[src/hw/rtl/elgamal_signature_verify_top_macros.svh]
// Assertion macros shared by the signature verifier RTL.
`ifndef ELGAMAL_SIGNATURE_VERIFY_TOP_MACROS_SVH
`define ELGAMAL_SIGNATURE_VERIFY_TOP_MACROS_SVH

// Same-cycle implication, clocked on clk and disabled in reset.
`define ESV_ASSERT_IMP(lbl, ante, cons, msg) \
    lbl: assert property (@(posedge clk) disable iff (!rst_n) (ante) |-> (cons)) \
        else $error(msg);

// Next-cycle implication, clocked on clk and disabled in reset.
`define ESV_ASSERT_NXT(lbl, ante, cons, msg) \
    lbl: assert property (@(posedge clk) disable iff (!rst_n) (ante) |=> (cons)) \
        else $error(msg);

`endif

[src/hw/rtl/esv_pkg.sv]
// Shared types, codes and the microcode program of the signature verifier.
`default_nettype none

package esv_pkg;

    localparam int FIELD_W      = 31;
    localparam int MOD_BITS_DEF = 31;
    localparam int CFG_IDX_W    = 2;
    localparam int PC_W         = 5;

    localparam logic [CFG_IDX_W-1:0] REG_MODULUS      = 2'd0;
    localparam logic [CFG_IDX_W-1:0] REG_GENERATOR    = 2'd1;
    localparam logic [CFG_IDX_W-1:0] REG_PUBLIC_VALUE = 2'd2;

    localparam logic [FIELD_W-1:0] MODULUS_RST = 31'd2;

    typedef logic [PC_W-1:0] pc_t;
    typedef logic [1:0]      asel_t;
    typedef logic [2:0]      bsel_t;
    typedef logic [1:0]      dst_t;
    typedef logic [1:0]      expld_t;
    typedef logic [2:0]      jc_t;
    typedef logic [1:0]      fin_t;

    // Multiplicand select. Every choice is already reduced below the modulus.
    localparam asel_t ASEL_ONE  = 2'd0;
    localparam asel_t ASEL_ACC  = 2'd1;
    localparam asel_t ASEL_BASE = 2'd2;
    localparam asel_t ASEL_LHS  = 2'd3;

    // Multiplier select. Any value up to the operand width is allowed.
    localparam bsel_t BSEL_BETA = 3'd0;
    localparam bsel_t BSEL_GEN  = 3'd1;
    localparam bsel_t BSEL_GAM  = 3'd2;
    localparam bsel_t BSEL_BASE = 3'd3;
    localparam bsel_t BSEL_ACC  = 3'd4;

    localparam dst_t DST_ACC  = 2'd0;
    localparam dst_t DST_BASE = 2'd1;
    localparam dst_t DST_LHS  = 2'd2;

    localparam expld_t EXPLD_NONE = 2'd0;
    localparam expld_t EXPLD_GAM  = 2'd1;
    localparam expld_t EXPLD_DEL  = 2'd2;
    localparam expld_t EXPLD_MSG  = 2'd3;

    localparam jc_t JC_NEXT    = 3'd0;
    localparam jc_t JC_ALWAYS  = 3'd1;
    localparam jc_t JC_EXPZ    = 3'd2;
    localparam jc_t JC_EVEN    = 3'd3;
    localparam jc_t JC_BADGAM  = 3'd4;

    localparam fin_t FIN_NONE   = 2'd0;
    localparam fin_t FIN_CHECK  = 2'd1;
    localparam fin_t FIN_REJECT = 2'd2;

    // Jump targets of the program.
    localparam pc_t PC_LOOP1  = 5'd2;
    localparam pc_t PC_SEG2   = 5'd7;
    localparam pc_t PC_LOOP2  = 5'd8;
    localparam pc_t PC_COMB   = 5'd13;
    localparam pc_t PC_LOOP3  = 5'd15;
    localparam pc_t PC_CHECK  = 5'd20;
    localparam pc_t PC_REJECT = 5'd21;

    typedef struct packed {
        logic   is_mul;
        asel_t  a_sel;
        bsel_t  b_sel;
        dst_t   dst;
        expld_t exp_ld;
        logic   exp_shift;
        logic   acc_one;
        logic   lhs_from_acc;
        jc_t    jc;
        pc_t    target;
        fin_t   fin;
    } ucw_t;

    typedef struct packed {
        logic idle;
        logic done;
        logic ok;
    } core_stat_t;

    function automatic ucw_t uc_mul(asel_t a, bsel_t b, dst_t d);
        ucw_t w;
        w        = '0;
        w.is_mul = 1'b1;
        w.a_sel  = a;
        w.b_sel  = b;
        w.dst    = d;
        return w;
    endfunction

    function automatic ucw_t uc_jump(jc_t c, pc_t t);
        ucw_t w;
        w        = '0;
        w.jc     = c;
        w.target = t;
        return w;
    endfunction

    function automatic ucw_t uc_fin(fin_t f);
        ucw_t w;
        w     = '0;
        w.fin = f;
        return w;
    endfunction

    // The program: beta^gamma into lhs, times gamma^delta, then g^m in acc.
    function automatic ucw_t ucode(pc_t pc);
        ucw_t w;
        w = uc_fin(FIN_REJECT);
        case (pc)
            5'd0: w = uc_jump(JC_BADGAM, PC_REJECT);
            5'd1:
            begin
                w         = uc_mul(ASEL_ONE, BSEL_BETA, DST_BASE);
                w.exp_ld  = EXPLD_GAM;
                w.acc_one = 1'b1;
            end
            5'd2: w = uc_jump(JC_EXPZ, PC_SEG2);
            5'd3: w = uc_jump(JC_EVEN, 5'd5);
            5'd4: w = uc_mul(ASEL_ACC, BSEL_BASE, DST_ACC);
            5'd5:
            begin
                w           = uc_mul(ASEL_BASE, BSEL_BASE, DST_BASE);
                w.exp_shift = 1'b1;
            end
            5'd6: w = uc_jump(JC_ALWAYS, PC_LOOP1);
            5'd7:
            begin
                w              = uc_mul(ASEL_ONE, BSEL_GAM, DST_BASE);
                w.exp_ld       = EXPLD_DEL;
                w.acc_one      = 1'b1;
                w.lhs_from_acc = 1'b1;
            end
            5'd8: w = uc_jump(JC_EXPZ, PC_COMB);
            5'd9: w = uc_jump(JC_EVEN, 5'd11);
            5'd10: w = uc_mul(ASEL_ACC, BSEL_BASE, DST_ACC);
            5'd11:
            begin
                w           = uc_mul(ASEL_BASE, BSEL_BASE, DST_BASE);
                w.exp_shift = 1'b1;
            end
            5'd12: w = uc_jump(JC_ALWAYS, PC_LOOP2);
            5'd13: w = uc_mul(ASEL_LHS, BSEL_ACC, DST_LHS);
            5'd14:
            begin
                w         = uc_mul(ASEL_ONE, BSEL_GEN, DST_BASE);
                w.exp_ld  = EXPLD_MSG;
                w.acc_one = 1'b1;
            end
            5'd15: w = uc_jump(JC_EXPZ, PC_CHECK);
            5'd16: w = uc_jump(JC_EVEN, 5'd18);
            5'd17: w = uc_mul(ASEL_ACC, BSEL_BASE, DST_ACC);
            5'd18:
            begin
                w           = uc_mul(ASEL_BASE, BSEL_BASE, DST_BASE);
                w.exp_shift = 1'b1;
            end
            5'd19: w = uc_jump(JC_ALWAYS, PC_LOOP3);
            5'd20: w = uc_fin(FIN_CHECK);
            default: w = uc_fin(FIN_REJECT);
        endcase
        return w;
    endfunction

endpackage

`default_nettype wire

[src/hw/rtl/esv_ifs.sv]
// Valid/ready channel interfaces for signature words and verdict words.
`default_nettype none

interface esv_item_if;
    logic                          valid;
    logic                          ready;
    logic [esv_pkg::FIELD_W-1:0]   message;
    logic [esv_pkg::FIELD_W-1:0]   sig_gamma;
    logic [esv_pkg::FIELD_W-1:0]   sig_delta;

    modport source (output valid, output message, output sig_gamma, output sig_delta,
                    input ready);
    modport sink (input valid, input message, input sig_gamma, input sig_delta,
                  output ready);
endinterface

interface esv_result_if;
    logic valid;
    logic ready;
    logic valid_res;

    modport source (output valid, output valid_res, input ready);
    modport sink (input valid, input valid_res, output ready);
endinterface

`default_nettype wire

[src/hw/rtl/esv_modmul.sv]
// Bit-serial modular multiplier: one multiplier bit per cycle, MSB first.
`default_nettype none

`include "elgamal_signature_verify_top_macros.svh"

module esv_modmul #(
    parameter int W = esv_pkg::MOD_BITS_DEF
) (
    input  wire logic         clk,
    input  wire logic         rst_n,
    input  wire logic         start,
    input  wire logic [W-1:0] a,
    input  wire logic [W-1:0] b,
    input  wire logic [W-1:0] p,
    output logic              done,
    output logic [W-1:0]      res
);

    localparam int CW = $clog2(W);

    logic          busy_reg;
    logic          done_reg;
    logic [CW-1:0] cnt_reg;
    logic [W-1:0]  r_reg;
    logic [W-1:0]  a_reg;
    logic [W-1:0]  b_reg;
    logic [W-1:0]  p_reg;

    logic [W:0]    p_ext;
    logic [W:0]    dbl;
    logic [W:0]    dbl_red;
    logic [W:0]    sum;
    logic [W:0]    sum_red;
    logic [W-1:0]  r_next;

    // r = 2r mod p, then r = r + a mod p when the multiplier bit is set.
    always_comb
    begin
        p_ext   = {1'b0, p_reg};
        dbl     = {r_reg, 1'b0};
        dbl_red = (dbl >= p_ext) ? dbl - p_ext : dbl;
        sum     = dbl_red + {1'b0, a_reg};
        sum_red = (sum >= p_ext) ? sum - p_ext : sum;
        r_next  = b_reg[W-1] ? sum_red[W-1:0] : dbl_red[W-1:0];
    end

    always_ff @(posedge clk or negedge rst_n)
    begin
        if (!rst_n)
        begin
            busy_reg <= 1'b0;
            done_reg <= 1'b0;
            cnt_reg  <= '0;
        end
        else
        begin
            done_reg <= 1'b0;
            if (start)
            begin
                busy_reg <= 1'b1;
                cnt_reg  <= CW'(W - 1);
            end
            else if (busy_reg)
            begin
                cnt_reg <= cnt_reg - 1'b1;
                if (cnt_reg == '0)
                begin
                    busy_reg <= 1'b0;
                    done_reg <= 1'b1;
                end
            end
        end
    end

    always_ff @(posedge clk)
    begin
        if (start)
        begin
            r_reg <= '0;
            a_reg <= a;
            b_reg <= b;
            p_reg <= p;
        end
        else if (busy_reg)
        begin
            r_reg <= r_next;
            b_reg <= {b_reg[W-2:0], 1'b0};
        end
    end

    assign done = done_reg;
    assign res  = r_reg;

    `ESV_ASSERT_IMP(a_no_restart, start, !busy_reg, "multiply started while busy")
    `ESV_ASSERT_IMP(a_partial_reduced, busy_reg, r_reg < p_reg, "partial product not reduced")
    `ESV_ASSERT_NXT(a_done_pulse, done_reg, !done_reg && !busy_reg, "done held or busy after done")

endmodule

`default_nettype wire

[src/hw/rtl/esv_core.sv]
// Microcode sequencer and register datapath for the three exponentiations.
`default_nettype none

`include "elgamal_signature_verify_top_macros.svh"

module esv_core #(
    parameter int W = esv_pkg::MOD_BITS_DEF
) (
    input  wire logic              clk,
    input  wire logic              rst_n,
    input  wire logic              start,
    input  wire logic [W-1:0]      message,
    input  wire logic [W-1:0]      gamma,
    input  wire logic [W-1:0]      delta,
    input  wire logic [W-1:0]      p,
    input  wire logic [W-1:0]      g,
    input  wire logic [W-1:0]      beta,
    input  wire logic              out_free,
    output esv_pkg::core_stat_t    stat
);

    localparam logic [1:0] ST_IDLE  = 2'd0;
    localparam logic [1:0] ST_RUN   = 2'd1;
    localparam logic [1:0] ST_MWAIT = 2'd2;

    logic [1:0]         state_reg;
    logic [1:0]         state_next;
    esv_pkg::pc_t       pc_reg;
    esv_pkg::pc_t       pc_next;

    logic [W-1:0]       msg_reg;
    logic [W-1:0]       gam_reg;
    logic [W-1:0]       del_reg;
    logic [W-1:0]       acc_reg;
    logic [W-1:0]       base_reg;
    logic [W-1:0]       exp_reg;
    logic [W-1:0]       lhs_reg;

    esv_pkg::ucw_t      cw;
    logic               run;
    logic               bad_gam;
    logic               take;
    logic               mm_start;
    logic               mm_done;
    logic [W-1:0]       mm_a;
    logic [W-1:0]       mm_b;
    logic [W-1:0]       mm_res;
    logic               fin_fire;

    assign cw  = esv_pkg::ucode(pc_reg);
    assign run = (state_reg == ST_RUN);

    always_comb
    begin
        bad_gam = (gam_reg == '0) || (gam_reg >= p);

        case (cw.jc)
            esv_pkg::JC_ALWAYS: take = 1'b1;
            esv_pkg::JC_EXPZ:   take = (exp_reg == '0);
            esv_pkg::JC_EVEN:   take = !exp_reg[0];
            esv_pkg::JC_BADGAM: take = bad_gam;
            default:            take = 1'b0;
        endcase

        case (cw.a_sel)
            esv_pkg::ASEL_ACC:  mm_a = acc_reg;
            esv_pkg::ASEL_BASE: mm_a = base_reg;
            esv_pkg::ASEL_LHS:  mm_a = lhs_reg;
            default:            mm_a = W'(1);
        endcase

        case (cw.b_sel)
            esv_pkg::BSEL_GEN:  mm_b = g;
            esv_pkg::BSEL_GAM:  mm_b = gam_reg;
            esv_pkg::BSEL_BASE: mm_b = base_reg;
            esv_pkg::BSEL_ACC:  mm_b = acc_reg;
            default:            mm_b = beta;
        endcase
    end

    assign mm_start = run && cw.is_mul;
    assign fin_fire = run && !cw.is_mul && (cw.fin != esv_pkg::FIN_NONE) && out_free;

    always_comb
    begin
        state_next = state_reg;
        pc_next    = pc_reg;
        case (state_reg)
            ST_IDLE:
            begin
                if (start)
                begin
                    state_next = ST_RUN;
                    pc_next    = '0;
                end
            end
            ST_RUN:
            begin
                if (cw.is_mul)
                begin
                    state_next = ST_MWAIT;
                end
                else if (cw.fin != esv_pkg::FIN_NONE)
                begin
                    if (out_free)
                    begin
                        state_next = ST_IDLE;
                    end
                end
                else
                begin
                    pc_next = take ? cw.target : pc_reg + 1'b1;
                end
            end
            ST_MWAIT:
            begin
                if (mm_done)
                begin
                    state_next = ST_RUN;
                    pc_next    = pc_reg + 1'b1;
                end
            end
            default:
            begin
                state_next = ST_IDLE;
            end
        endcase
    end

    always_ff @(posedge clk or negedge rst_n)
    begin
        if (!rst_n)
        begin
            state_reg <= ST_IDLE;
            pc_reg    <= '0;
        end
        else
        begin
            state_reg <= state_next;
            pc_reg    <= pc_next;
        end
    end

    // Side actions of a multiply word happen as it issues; the multiplier
    // has already latched its operands from the old register values.
    always_ff @(posedge clk)
    begin
        if (start && (state_reg == ST_IDLE))
        begin
            msg_reg <= message;
            gam_reg <= gamma;
            del_reg <= delta;
        end

        if (mm_start)
        begin
            case (cw.exp_ld)
                esv_pkg::EXPLD_GAM: exp_reg <= gam_reg;
                esv_pkg::EXPLD_DEL: exp_reg <= del_reg;
                esv_pkg::EXPLD_MSG: exp_reg <= msg_reg;
                default:
                begin
                    if (cw.exp_shift)
                    begin
                        exp_reg <= exp_reg >> 1;
                    end
                end
            endcase
            if (cw.acc_one)
            begin
                acc_reg <= W'(1);
            end
            if (cw.lhs_from_acc)
            begin
                lhs_reg <= acc_reg;
            end
        end
        else if ((state_reg == ST_MWAIT) && mm_done)
        begin
            case (cw.dst)
                esv_pkg::DST_BASE: base_reg <= mm_res;
                esv_pkg::DST_LHS:  lhs_reg  <= mm_res;
                default:           acc_reg  <= mm_res;
            endcase
        end
    end

    esv_modmul #(
        .W (W)
    ) u_modmul (
        .clk   (clk),
        .rst_n (rst_n),
        .start (mm_start),
        .a     (mm_a),
        .b     (mm_b),
        .p     (p),
        .done  (mm_done),
        .res   (mm_res)
    );

    assign stat.idle = (state_reg == ST_IDLE);
    assign stat.done = fin_fire;
    assign stat.ok   = (cw.fin == esv_pkg::FIN_CHECK) && (lhs_reg == acc_reg);

    `ESV_ASSERT_IMP(a_done_in_wait, mm_done, state_reg == ST_MWAIT, "product arrived outside wait")
    `ESV_ASSERT_IMP(a_fin_has_room, stat.done, out_free, "verdict issued with output full")
    `ESV_ASSERT_NXT(a_mul_waits, mm_start, state_reg == ST_MWAIT, "multiply issued without wait")

endmodule

`default_nettype wire

[src/hw/rtl/elgamal_signature_verify_top.sv]
// Top level of the signature verifier: key registers, core and verdict register.
//
// Usage: write the modulus, generator and public value through the plain write
// port (index 0, 1, 2; other indexes are ignored) while the block is idle.
// Each word on the item channel carries message, sig_gamma and sig_delta; the
// block answers each with one result word, valid_res = 1 when gamma is nonzero,
// below the modulus and beta^gamma * gamma^delta equals g^message mod modulus.
// A word is taken when item.ready is high, which is whenever the sequencer is
// idle, even while the previous verdict still waits in the output register.
// A gamma of zero or not below the modulus is rejected by the first step,
// before any modular product; otherwise the lengths and set bits of the three
// exponents set how long the verdict takes. Every modular product runs in the
// bit-serial multiplier, and the block works on one item at a time, the next
// word being taken at the earliest in the cycle its predecessor's verdict
// appears. Reset loads modulus 2, generator 0 and public value 0 and empties
// the output register. When the receiver stalls, the verdict holds in the
// output register and the sequencer waits at its last step until it frees.
`default_nettype none

module elgamal_signature_verify_top #(
    parameter int MOD_BITS = esv_pkg::MOD_BITS_DEF
) (
    input  wire logic                            clk,
    input  wire logic                            rst_n,
    input  wire logic                            cfg_wr_en,
    input  wire logic [esv_pkg::CFG_IDX_W-1:0]   cfg_index,
    input  wire logic [esv_pkg::FIELD_W-1:0]     cfg_wdata,
    esv_item_if.sink                             item,
    esv_result_if.source                         result
);

    localparam int EW = esv_pkg::FIELD_W + MOD_BITS;

    logic [esv_pkg::FIELD_W-1:0] modulus_reg;
    logic [esv_pkg::FIELD_W-1:0] generator_reg;
    logic [esv_pkg::FIELD_W-1:0] public_value_reg;
    logic                        res_valid_reg;
    logic                        res_ok_reg;

    logic [EW-1:0]       m_ext;
    logic [EW-1:0]       gam_ext;
    logic [EW-1:0]       del_ext;
    logic [EW-1:0]       p_ext;
    logic [EW-1:0]       g_ext;
    logic [EW-1:0]       beta_ext;
    logic                out_free;
    logic                start;
    esv_pkg::core_stat_t stat;

    always_ff @(posedge clk or negedge rst_n)
    begin
        if (!rst_n)
        begin
            modulus_reg      <= esv_pkg::MODULUS_RST;
            generator_reg    <= '0;
            public_value_reg <= '0;
        end
        else if (cfg_wr_en)
        begin
            case (cfg_index)
                esv_pkg::REG_MODULUS:      modulus_reg      <= cfg_wdata;
                esv_pkg::REG_GENERATOR:    generator_reg    <= cfg_wdata;
                esv_pkg::REG_PUBLIC_VALUE: public_value_reg <= cfg_wdata;
                default: ;
            endcase
        end
    end

    // Operands keep only their low MOD_BITS bits.
    assign m_ext    = EW'(item.message);
    assign gam_ext  = EW'(item.sig_gamma);
    assign del_ext  = EW'(item.sig_delta);
    assign p_ext    = EW'(modulus_reg);
    assign g_ext    = EW'(generator_reg);
    assign beta_ext = EW'(public_value_reg);

    assign item.ready = stat.idle;
    assign start      = item.valid && stat.idle;
    assign out_free   = !res_valid_reg || result.ready;

    esv_core #(
        .W (MOD_BITS)
    ) u_core (
        .clk      (clk),
        .rst_n    (rst_n),
        .start    (start),
        .message  (m_ext[MOD_BITS-1:0]),
        .gamma    (gam_ext[MOD_BITS-1:0]),
        .delta    (del_ext[MOD_BITS-1:0]),
        .p        (p_ext[MOD_BITS-1:0]),
        .g        (g_ext[MOD_BITS-1:0]),
        .beta     (beta_ext[MOD_BITS-1:0]),
        .out_free (out_free),
        .stat     (stat)
    );

    always_ff @(posedge clk or negedge rst_n)
    begin
        if (!rst_n)
        begin
            res_valid_reg <= 1'b0;
        end
        else if (stat.done)
        begin
            res_valid_reg <= 1'b1;
        end
        else if (result.ready)
        begin
            res_valid_reg <= 1'b0;
        end
    end

    always_ff @(posedge clk)
    begin
        if (stat.done)
        begin
            res_ok_reg <= stat.ok;
        end
    end

    assign result.valid     = res_valid_reg;
    assign result.valid_res = res_ok_reg;

endmodule

`default_nettype wire

[src/flat_wrapper.sv]
// flat-port wrapper written by rule: the top's interface ports become plain ports
module elgamal_signature_verify_top_flat 
#(
    parameter int MOD_BITS = esv_pkg::MOD_BITS_DEF
)
  (clk, rst_n, cfg_wr_en, cfg_index, cfg_wdata, item_valid, item_message, item_sig_gamma, item_sig_delta, item_ready, result_valid, result_valid_res, result_ready);
  esv_item_if item_i ();
  esv_result_if result_i ();
  input  wire logic clk;
  input  wire logic rst_n;
  input  wire logic cfg_wr_en;
  input  wire logic [esv_pkg::CFG_IDX_W-1:0] cfg_index;
  input  wire logic [esv_pkg::FIELD_W-1:0] cfg_wdata;
  input wire logic [$bits(item_i.valid)-1:0] item_valid;
  input wire logic [$bits(item_i.message)-1:0] item_message;
  input wire logic [$bits(item_i.sig_gamma)-1:0] item_sig_gamma;
  input wire logic [$bits(item_i.sig_delta)-1:0] item_sig_delta;
  output wire logic [$bits(item_i.ready)-1:0] item_ready;
  output wire logic [$bits(result_i.valid)-1:0] result_valid;
  output wire logic [$bits(result_i.valid_res)-1:0] result_valid_res;
  input wire logic [$bits(result_i.ready)-1:0] result_ready;
  assign item_i.valid = item_valid;
  assign item_i.message = item_message;
  assign item_i.sig_gamma = item_sig_gamma;
  assign item_i.sig_delta = item_sig_delta;
  assign item_ready = item_i.ready;
  assign result_valid = result_i.valid;
  assign result_valid_res = result_i.valid_res;
  assign result_i.ready = result_ready;
  elgamal_signature_verify_top #(.MOD_BITS(MOD_BITS)) u_core (.clk(clk), .rst_n(rst_n), .cfg_wr_en(cfg_wr_en), .cfg_index(cfg_index), .cfg_wdata(cfg_wdata), .item(item_i), .result(result_i));
endmodule
[config.mk]
export PLATFORM = sky130hd
export DESIGN_NAME = elgamal_signature_verify_top_flat
export DESIGN_NICKNAME = d
export VERILOG_FILES = /design/src/hw/rtl/esv_pkg.sv /design/src/hw/rtl/esv_ifs.sv /design/src/hw/rtl/esv_modmul.sv /design/src/hw/rtl/esv_core.sv /design/src/hw/rtl/elgamal_signature_verify_top.sv /design/src/flat_wrapper.sv
export VERILOG_INCLUDE_DIRS = /design/src /design/src/hw/rtl
export SDC_FILE = /design/constraint.sdc
export NUM_CORES = 1
export LEC_CHECK = 0
export BUFFER_PORTS_ARGS = -buffer_cell sky130_fd_sc_hd__buf_4
export CAP_MARGIN = 0
export CORE_MARGIN = 2
export CORE_UTILIZATION = 45
export DETAILED_ROUTE_END_ITERATION = 16
export HOLD_SLACK_MARGIN = 0.12
export PLACE_DENSITY = 0.73
export SLEW_MARGIN = 30
export SYNTH_ARGS = -nofsm -noshare
export SYNTH_HDL_FRONTEND = slang
export SYNTH_SLANG_ARGS = --single-unit
[constraint.sdc]
create_clock -name clk -period 6.5 [get_ports clk]
set_clock_uncertainty 0.1 [all_clocks]
set_input_delay 0.325 -clock clk [delete_from_list [all_inputs] [get_ports clk]]
set_output_delay 0.325 -clock clk [all_outputs]
set_load 0.01 [all_outputs]
==> impl_metrics.json, run 1 <==
{
  "layout-drive-gt1-share_pct": 25.7,
  "utilization_pct": 59.7,
  "cpPeakStageDelay_ns": 0.41,
  "routed_wl_um": 81100,
  "drtIter0Drc": 2429,
  "yosysWarnings": 0,
  "die_area_um2": 58000,
  "syn_area_um2": 25200,
  "clk_pin_slew_worst_paths_ns": 0.06,
  "fmax_mhz": 148,
  "fin_crit_sh_pct": 104,
  "final.min_clock_period_ns": 6.76,
  "grt_max_degree": 88,
  "synth_cell_types": 84,
  "max_cap_viol_count": 0,
  "async_reset_ff_share_pct": 24.0,
  "synth_enable_flop_cells": 311,
  "rsz0062_at_grt": "yes",
  "start_util_pct": 45.6,
  "grt_pass1_wl_um": 125000,
  "min_path_type": "input port to register",
  "worst_pin_slew_ns": 0.964,
  "startpoint_type": "register",
  "ys_ff_latch": 450,
  "antenna_left": 0,
  "critPathCaptureType": "register",
  "hpwl_um": 56500,
  "synth_nets": 2616,
  "setup_ws_ns": -0.257,
  "clock_tree.buffer_depth": 3,
  "drv_slew": 0,
  "hold_violations": 0,
  "die_w_um": 241,
  "die-height_um": 241,
  "ys.flop_type": "edfxtp_1",
  "status": "complete, but fails checks",
  "cpLargestDelayFamily": "compound AO/OA/AOI/OAI gates",
  "crit_fanout": 8,
  "register_area_um2": 12700,
  "via_per_inst": 5.90,
  "multiInputGateArea_um2": 12400,
  "core_area_um2": 55300,
  "rows": 86,
  "place_congestion": 0.935,
  "numPortBuffers": 133,
  "wl_per_cell_um": 22.0,
  "clock_sinks": 450,
  "via_count": 21800,
  "num_io_pins": 134,
  "netlist_instances": 2339,
  "crit_top_cell": "buf_4",
  "route.detailed.drc": 0,
  "drtPass1Iterations": 10,
  "criticalPathCategory": "register to register",
  "overflow": 0,
  "cp_data_required_time_ns": 6.87,
  "violations": "setup timing",
  "critPathBufInv": 10,
  "area_growth_pct": 30.7,
  "setup_viol": 31,
  "tritoncts": "done",
  "grt_usage_pct": 27.9,
  "cts_made_buffers": 44,
  "grt_pass1_vias": 21900,
  "avgSynthCellArea_um2": 10.8,
  "antenna_found_initial": 0,
  "final_nets": 3183,
  "yosysSeqAreaShare_pct": 50.2,
  "fillers": 4386,
  "relSlewSlack_pct": 35.2,
  "arrival_ns": 7.13,
  "crit_path_top_delay_cell": "or3b_4",
  "clock_tree.root_cell": "clkbuf_16",
  "h-tree-depth": 2,
  "clk_latency_ns": 0.58
}
## cells in the mapped netlist (5+ instances only)
| master | count | area [um2] |
|---|---|---|
| edfxtp_1 | 311 | 9340 |
| nand2_1 | 271 | 1020 |
| o21ai_0 | 190 | 951 |
| inv_1 | 144 | 541 |
| ha_1 | 143 | 1790 |
| a21oi_1 | 139 | 696 |
| dfrtp_1 | 107 | 2680 |
| mux2i_1 | 91 | 911 |
| clkbuf_1 | 88 | 330 |
| a21o_1 | 78 | 586 |
| nor2_1 | 72 | 270 |
| xnor2_1 | 69 | 604 |
| mux2_2 | 68 | 766 |
| a222oi_1 | 62 | 621 |
| xor2_1 | 44 | 385 |
| and2_1 | 35 | 219 |
| dfxtp_1 | 31 | 621 |
| nand3_1 | 31 | 155 |
| nand4_1 | 29 | 181 |
| nor4_1 | 25 | 156 |
| a211oi_1 | 20 | 150 |
| a22oi_1 | 19 | 143 |
| o21a_1 | 18 | 135 |
| a31oi_1 | 16 | 100 |
| nor2b_1 | 15 | 93.8 |
| nand2b_1 | 14 | 87.6 |
| buf_1 | 13 | 48.8 |
| nor3_1 | 13 | 65.1 |
| o211ai_1 | 11 | 82.6 |
| o21bai_1 | 11 | 82.6 |
| o221ai_1 | 11 | 96.3 |
| o31ai_1 | 11 | 82.6 |
| a21boi_0 | 9 | 67.6 |
| and3_1 | 8 | 50.1 |
| o2111ai_1 | 7 | 61.3 |
| o22ai_1 | 7 | 43.8 |
| nand3b_1 | 6 | 45.0 |
| or3_1 | 6 | 37.5 |
| a221o_1 | 5 | 50.1 |
| nor3b_1 | 5 | 37.5 |
## metal layers
| layer | up-vias | GRT usage, % | wire length [um] |
|---|---|---|---|
| met5 | - | 0 | 0 |
| li1 | 9914 | - | - |
| met2 | 1138 | 45.6 | 37400 |
| met3 | 220 | 4.14 | 6980 |
| met1 | 10500 | 37.0 | 32900 |
| met4 | 0 | 12.2 | 3800 |
## placed cells by master, fill, tap and decap left out, types with 15 or more instances in the layout
master         count
nand3_1           30
o21a_1            17
a22oi_1           19
and2_1            34
xnor2_1           66
dfxtp_1           30
mux2_2            65
dfrtp_1          107
clkbuf_16         45
nor4_1            23
mux2i_1           86
ha_1             127
nand4_1           29
dlygate4sd3_1    126
nor2_1            67
clkbuf_1          18
o21ai_0          167
o21ai_1           15
inv_1            138
a222oi_1          62
a21oi_1          127
xor2_1            43
nand2_1          271
edfxtp_1         311
a21o_1            78
buf_4            490
## worst paths after layout
check	start	to	slack (ns)	cells past startpoint
worst max-delay path	u_core.u_core.u_modmul.p_reg[25]$_DFFE_PP_	u_core.u_core.u_modmul.res[11]$_SDFFE_PP0P_	-0.26	33
worst min-delay path	item_valid	u_core.u_core.gam_reg[5]$_DFFE_PP_	0.19	2
worst max register to register	u_core.u_core.u_modmul.p_reg[25]$_DFFE_PP_	u_core.u_core.u_modmul.res[11]$_SDFFE_PP0P_	-0.26	33
worst min register to register	u_core.modulus_reg[29]$_DFFE_PN0P_	u_core.u_core.u_modmul.p_reg[29]$_DFFE_PP_	0.35	0
max in group asynchronous	rst_n	u_core.generator_reg[9]$_DFFE_PN0P_	4.73	3
min in group asynchronous	rst_n	u_core.u_core.pc_reg[1]$_DFFE_PN0P_	0.30	2
## metrics by stage
| step | hold slack (ns) | area (um2) | cells | worst slack [ns] | TNS (ns) |
|---|---|---|---|---|---|
| after floorplan | -0.0706 | 25400 | 2339 | -0.0300 | -0.0600 |
| after global placement | 0.334 | 29500 | 3446 | -0.424 | -9.02 |
| after detailed placement | 0.336 | 29500 | 3447 | -0.508 | -12.24 |
| after CTS | 0.164 | 32600 | 3675 | -0.229 | -3.02 |
| after global routing | 0.197 | 33000 | 3690 | -0.538 | -13.82 |
| final | 0.190 | 33000 | 3692 | -0.257 | -4.28 |
## cell families after synthesis
family	after synthesis	share of synthesized area (%)
compound gates	663	17.5
xor+xnor	113	3.92
fa+ha+maj	146	7.33
buf+inv	253	3.87
flops	450	50.2
mux	161	6.76
simple gates	553	10.4
## final cells by class
cell class              instances  area share (%)
repair buffers                627            15.5
multi-input cells            1636            37.5
inverters                     147            1.68
well taps                     748            2.84
diodes                          2          0.0152
clock buffers                  68            3.83
flip-flops and latches        450            38.4
clock inverters                14           0.326
## worst reg2reg max path, delay by kind of cell, from the launching register on
family | cells | cell delay, ns
AO/OA/AOI/OAI | 11 | 2.09
adder cells (fa/ha/maj) | 3 | 0.74
buffers and inverters | 10 | 1.28
flip-flops | 1 | 0.38
multiplexers | 2 | 0.63
AND/OR/NAND/NOR | 7 | 1.42
## timing repair
action,CTS,global route
hold endpoints to repair,246,0
gates cloned,1,0
hold buffers,126,0
setup buffers,19,15
setup endpoints to repair,31,31
gates resized for setup,72,55
pin swaps,41,24
Power of run 1 is not shown: default switching activity piles up to over one toggle a cycle in this logic, so the estimate is an artifact.
==> run 2: changes to the inputs <==
--- a/config.mk
+++ b/config.mk
@@ -13,6 +13,7 @@
 export DETAILED_ROUTE_END_ITERATION = 16
 export HOLD_SLACK_MARGIN = 0.12
 export PLACE_DENSITY = 0.73
+export REMOVE_ABC_BUFFERS = 1
 export SLEW_MARGIN = 30
 export SYNTH_ARGS = -nofsm -noshare
 export SYNTH_HDL_FRONTEND = slang
==> impl_metrics.json, run 2 (synthesized netlist as in run 1, its figures left out) <==
{
  "status": "complete, but fails checks",
  "violations": "setup timing",
  "cts_made_buffers": 44,
  "crit_path_top_delay_cell": "or3b_4",
  "min_path_type": "input port to async pin",
  "grt_max_degree": 78,
  "criticalPathCategory": "register to register",
  "layout-drive-gt1-share_pct": 28.2,
  "antenna_left": 0,
  "max_cap_viol_count": 0,
  "clk_pin_slew_worst_paths_ns": 0.07,
  "fmax_mhz": 145,
  "use_met3_pct": 2.85,
  "clock_sinks": 450,
  "clock_tree.root_cell": "clkbuf_16",
  "num_io_pins": 134,
  "drtIter0Drc": 2477,
  "r2r-start": "u_core.u_core.u_modmul.p_reg[4]$_DFFE_PP_",
  "setup_ws_ns": -0.416,
  "antenna_cells": 0,
  "hpwl_um": 56500,
  "relSlewSlack_pct": 36.6,
  "rsz0062_at_grt": "yes",
  "rows": 86,
  "route.detailed.drc": 0,
  "postPlaceCellArea_um2": 29400,
  "arrival_ns": 7.28,
  "via_count": 21700,
  "overflow": 0,
  "area_growth_pct": 33.4,
  "placed_cells": 3452,
  "via_per_inst": 5.88,
  "utilization_pct": 60.9,
  "die_area_um2": 58000,
  "setup_viol": 31,
  "grt_pass1_wl_um": 123000,
  "core_area_um2": 55300,
  "clk_latency_ns": 0.57,
  "die_w_um": 241,
  "startpoint_type": "register",
  "routed_wl_um": 81800,
  "final_nets": 3189,
  "fin_area_um2": 33700,
  "hold_violations": 0,
  "final.min_clock_period_ns": 6.92,
  "grt_use_met2_pct": 45.5,
  "grt_pass1_vias": 21400,
  "tritoncts": "done",
  "cpPeakStageDelay_ns": 0.44,
  "reg2regPathDepth": 31,
  "wl_per_cell_um": 22.1,
  "h-tree-depth": 2,
  "fillers": 4240,
  "worst_pin_slew_ns": 0.951,
  "drv_slew": 0,
  "clock_tree.buffer_depth": 3,
  "worstSetupStartpoint": "u_core.u_core.u_modmul.p_reg[4]$_DFFE_PP_",
  "antenna_found_initial": 0,
  "drtPass1Iterations": 8,
  "grt_usage_pct": 27.4,
  "start_util_pct": 45.6,
  "numPortBuffers": 133,
  "fin_crit_sh_pct": 106,
  "grt-busiest-layer": "met2",
  "final_cells": 3696,
  "mostFrequentLayoutCell": "buf_4",
  "place_congestion": 0.962,
  "critPathCaptureType": "register",
  "cp_data_required_time_ns": 6.86,
  "final_cell_mix": "buf_4 (489), edfxtp_1 (311), nand2_1 (263)",
  "grtUsageMet1_pct": 37.5,
  "die-height_um": 241,
  "crit_fanout": 7
}
-- run 2: what timing repair did --
| item | in CTS | in global routing |
|---|---|---|
| buffers inserted | 21 | 13 |
| endpoints found under the setup margin | 31 | 31 |
| hold buffers | 126 | 0 |
| gates resized for setup | 108 | 144 |
| gates cloned | 3 | 2 |
| pin swaps | 43 | 98 |
| endpoints found under the hold margin | 226 | 0 |
-- run 2: area by class of cell --
cell class	instances	area, um2	share of cell area, %
inverters	147	553	1.64
well taps	748	936	2.78
flip-flops and latches	450	12700	37.6
clock buffers	67	1280	3.80
clock inverters	15	146	0.435
multi-input cells	1636	12800	38.2
repair buffers	633	5240	15.6
-- run 2: per-stage QoR --
step | setup WS (ns) | hold WS, ns | setup TNS (ns)
after global placement | -0.675 | 0.230 | -15.61
after CTS | -0.322 | 0.194 | -6.43
final | -0.416 | 0.202 | -8.39
after floorplan | -2.32 | -0.0706 | -191.94
after global routing | -0.648 | 0.205 | -16.27
after detailed placement | -0.798 | 0.240 | -19.81
-- run 2: worst paths after layout --
path,endpoint,slack (ns)
hold / removal,u_core.public_value_reg[26]$_DFFE_PN0P_,0.20
setup / recovery,u_core.u_core.u_modmul.res[11]$_SDFFE_PP0P_,-0.42
setup reg to reg,u_core.u_core.u_modmul.res[11]$_SDFFE_PP0P_,-0.42
hold reg to reg,u_core.u_core.u_modmul.p_reg[16]$_DFFE_PP_,0.34
min in group clk,u_core.u_core.gam_reg[30]$_DFFE_PP_,0.20
max in group asynchronous,u_core.generator_reg[6]$_DFFE_PN0P_,5.03
-- run 2: layer usage --
layer | routed length, um | up-vias
li1 | - | 9914
met1 | 33400 | 10600
met2 | 39200 | 1071
met3 | 6270 | 150
met4 | 2910 | 0
met5 | 0 | -
-- run 2: worst max-delay path: cells and delay by family (launching register included) --
kind                     cells  cell delay [ns]
AO/OA/AOI/OAI               18             3.48
adder cells (fa/ha/maj)      3             0.83
buffers and inverters        4             0.64
flip-flops                   1             0.36
multiplexers                 2             0.63
AND/OR/NAND/NOR              4             0.77
Power of run 2 is left out for the same reason.
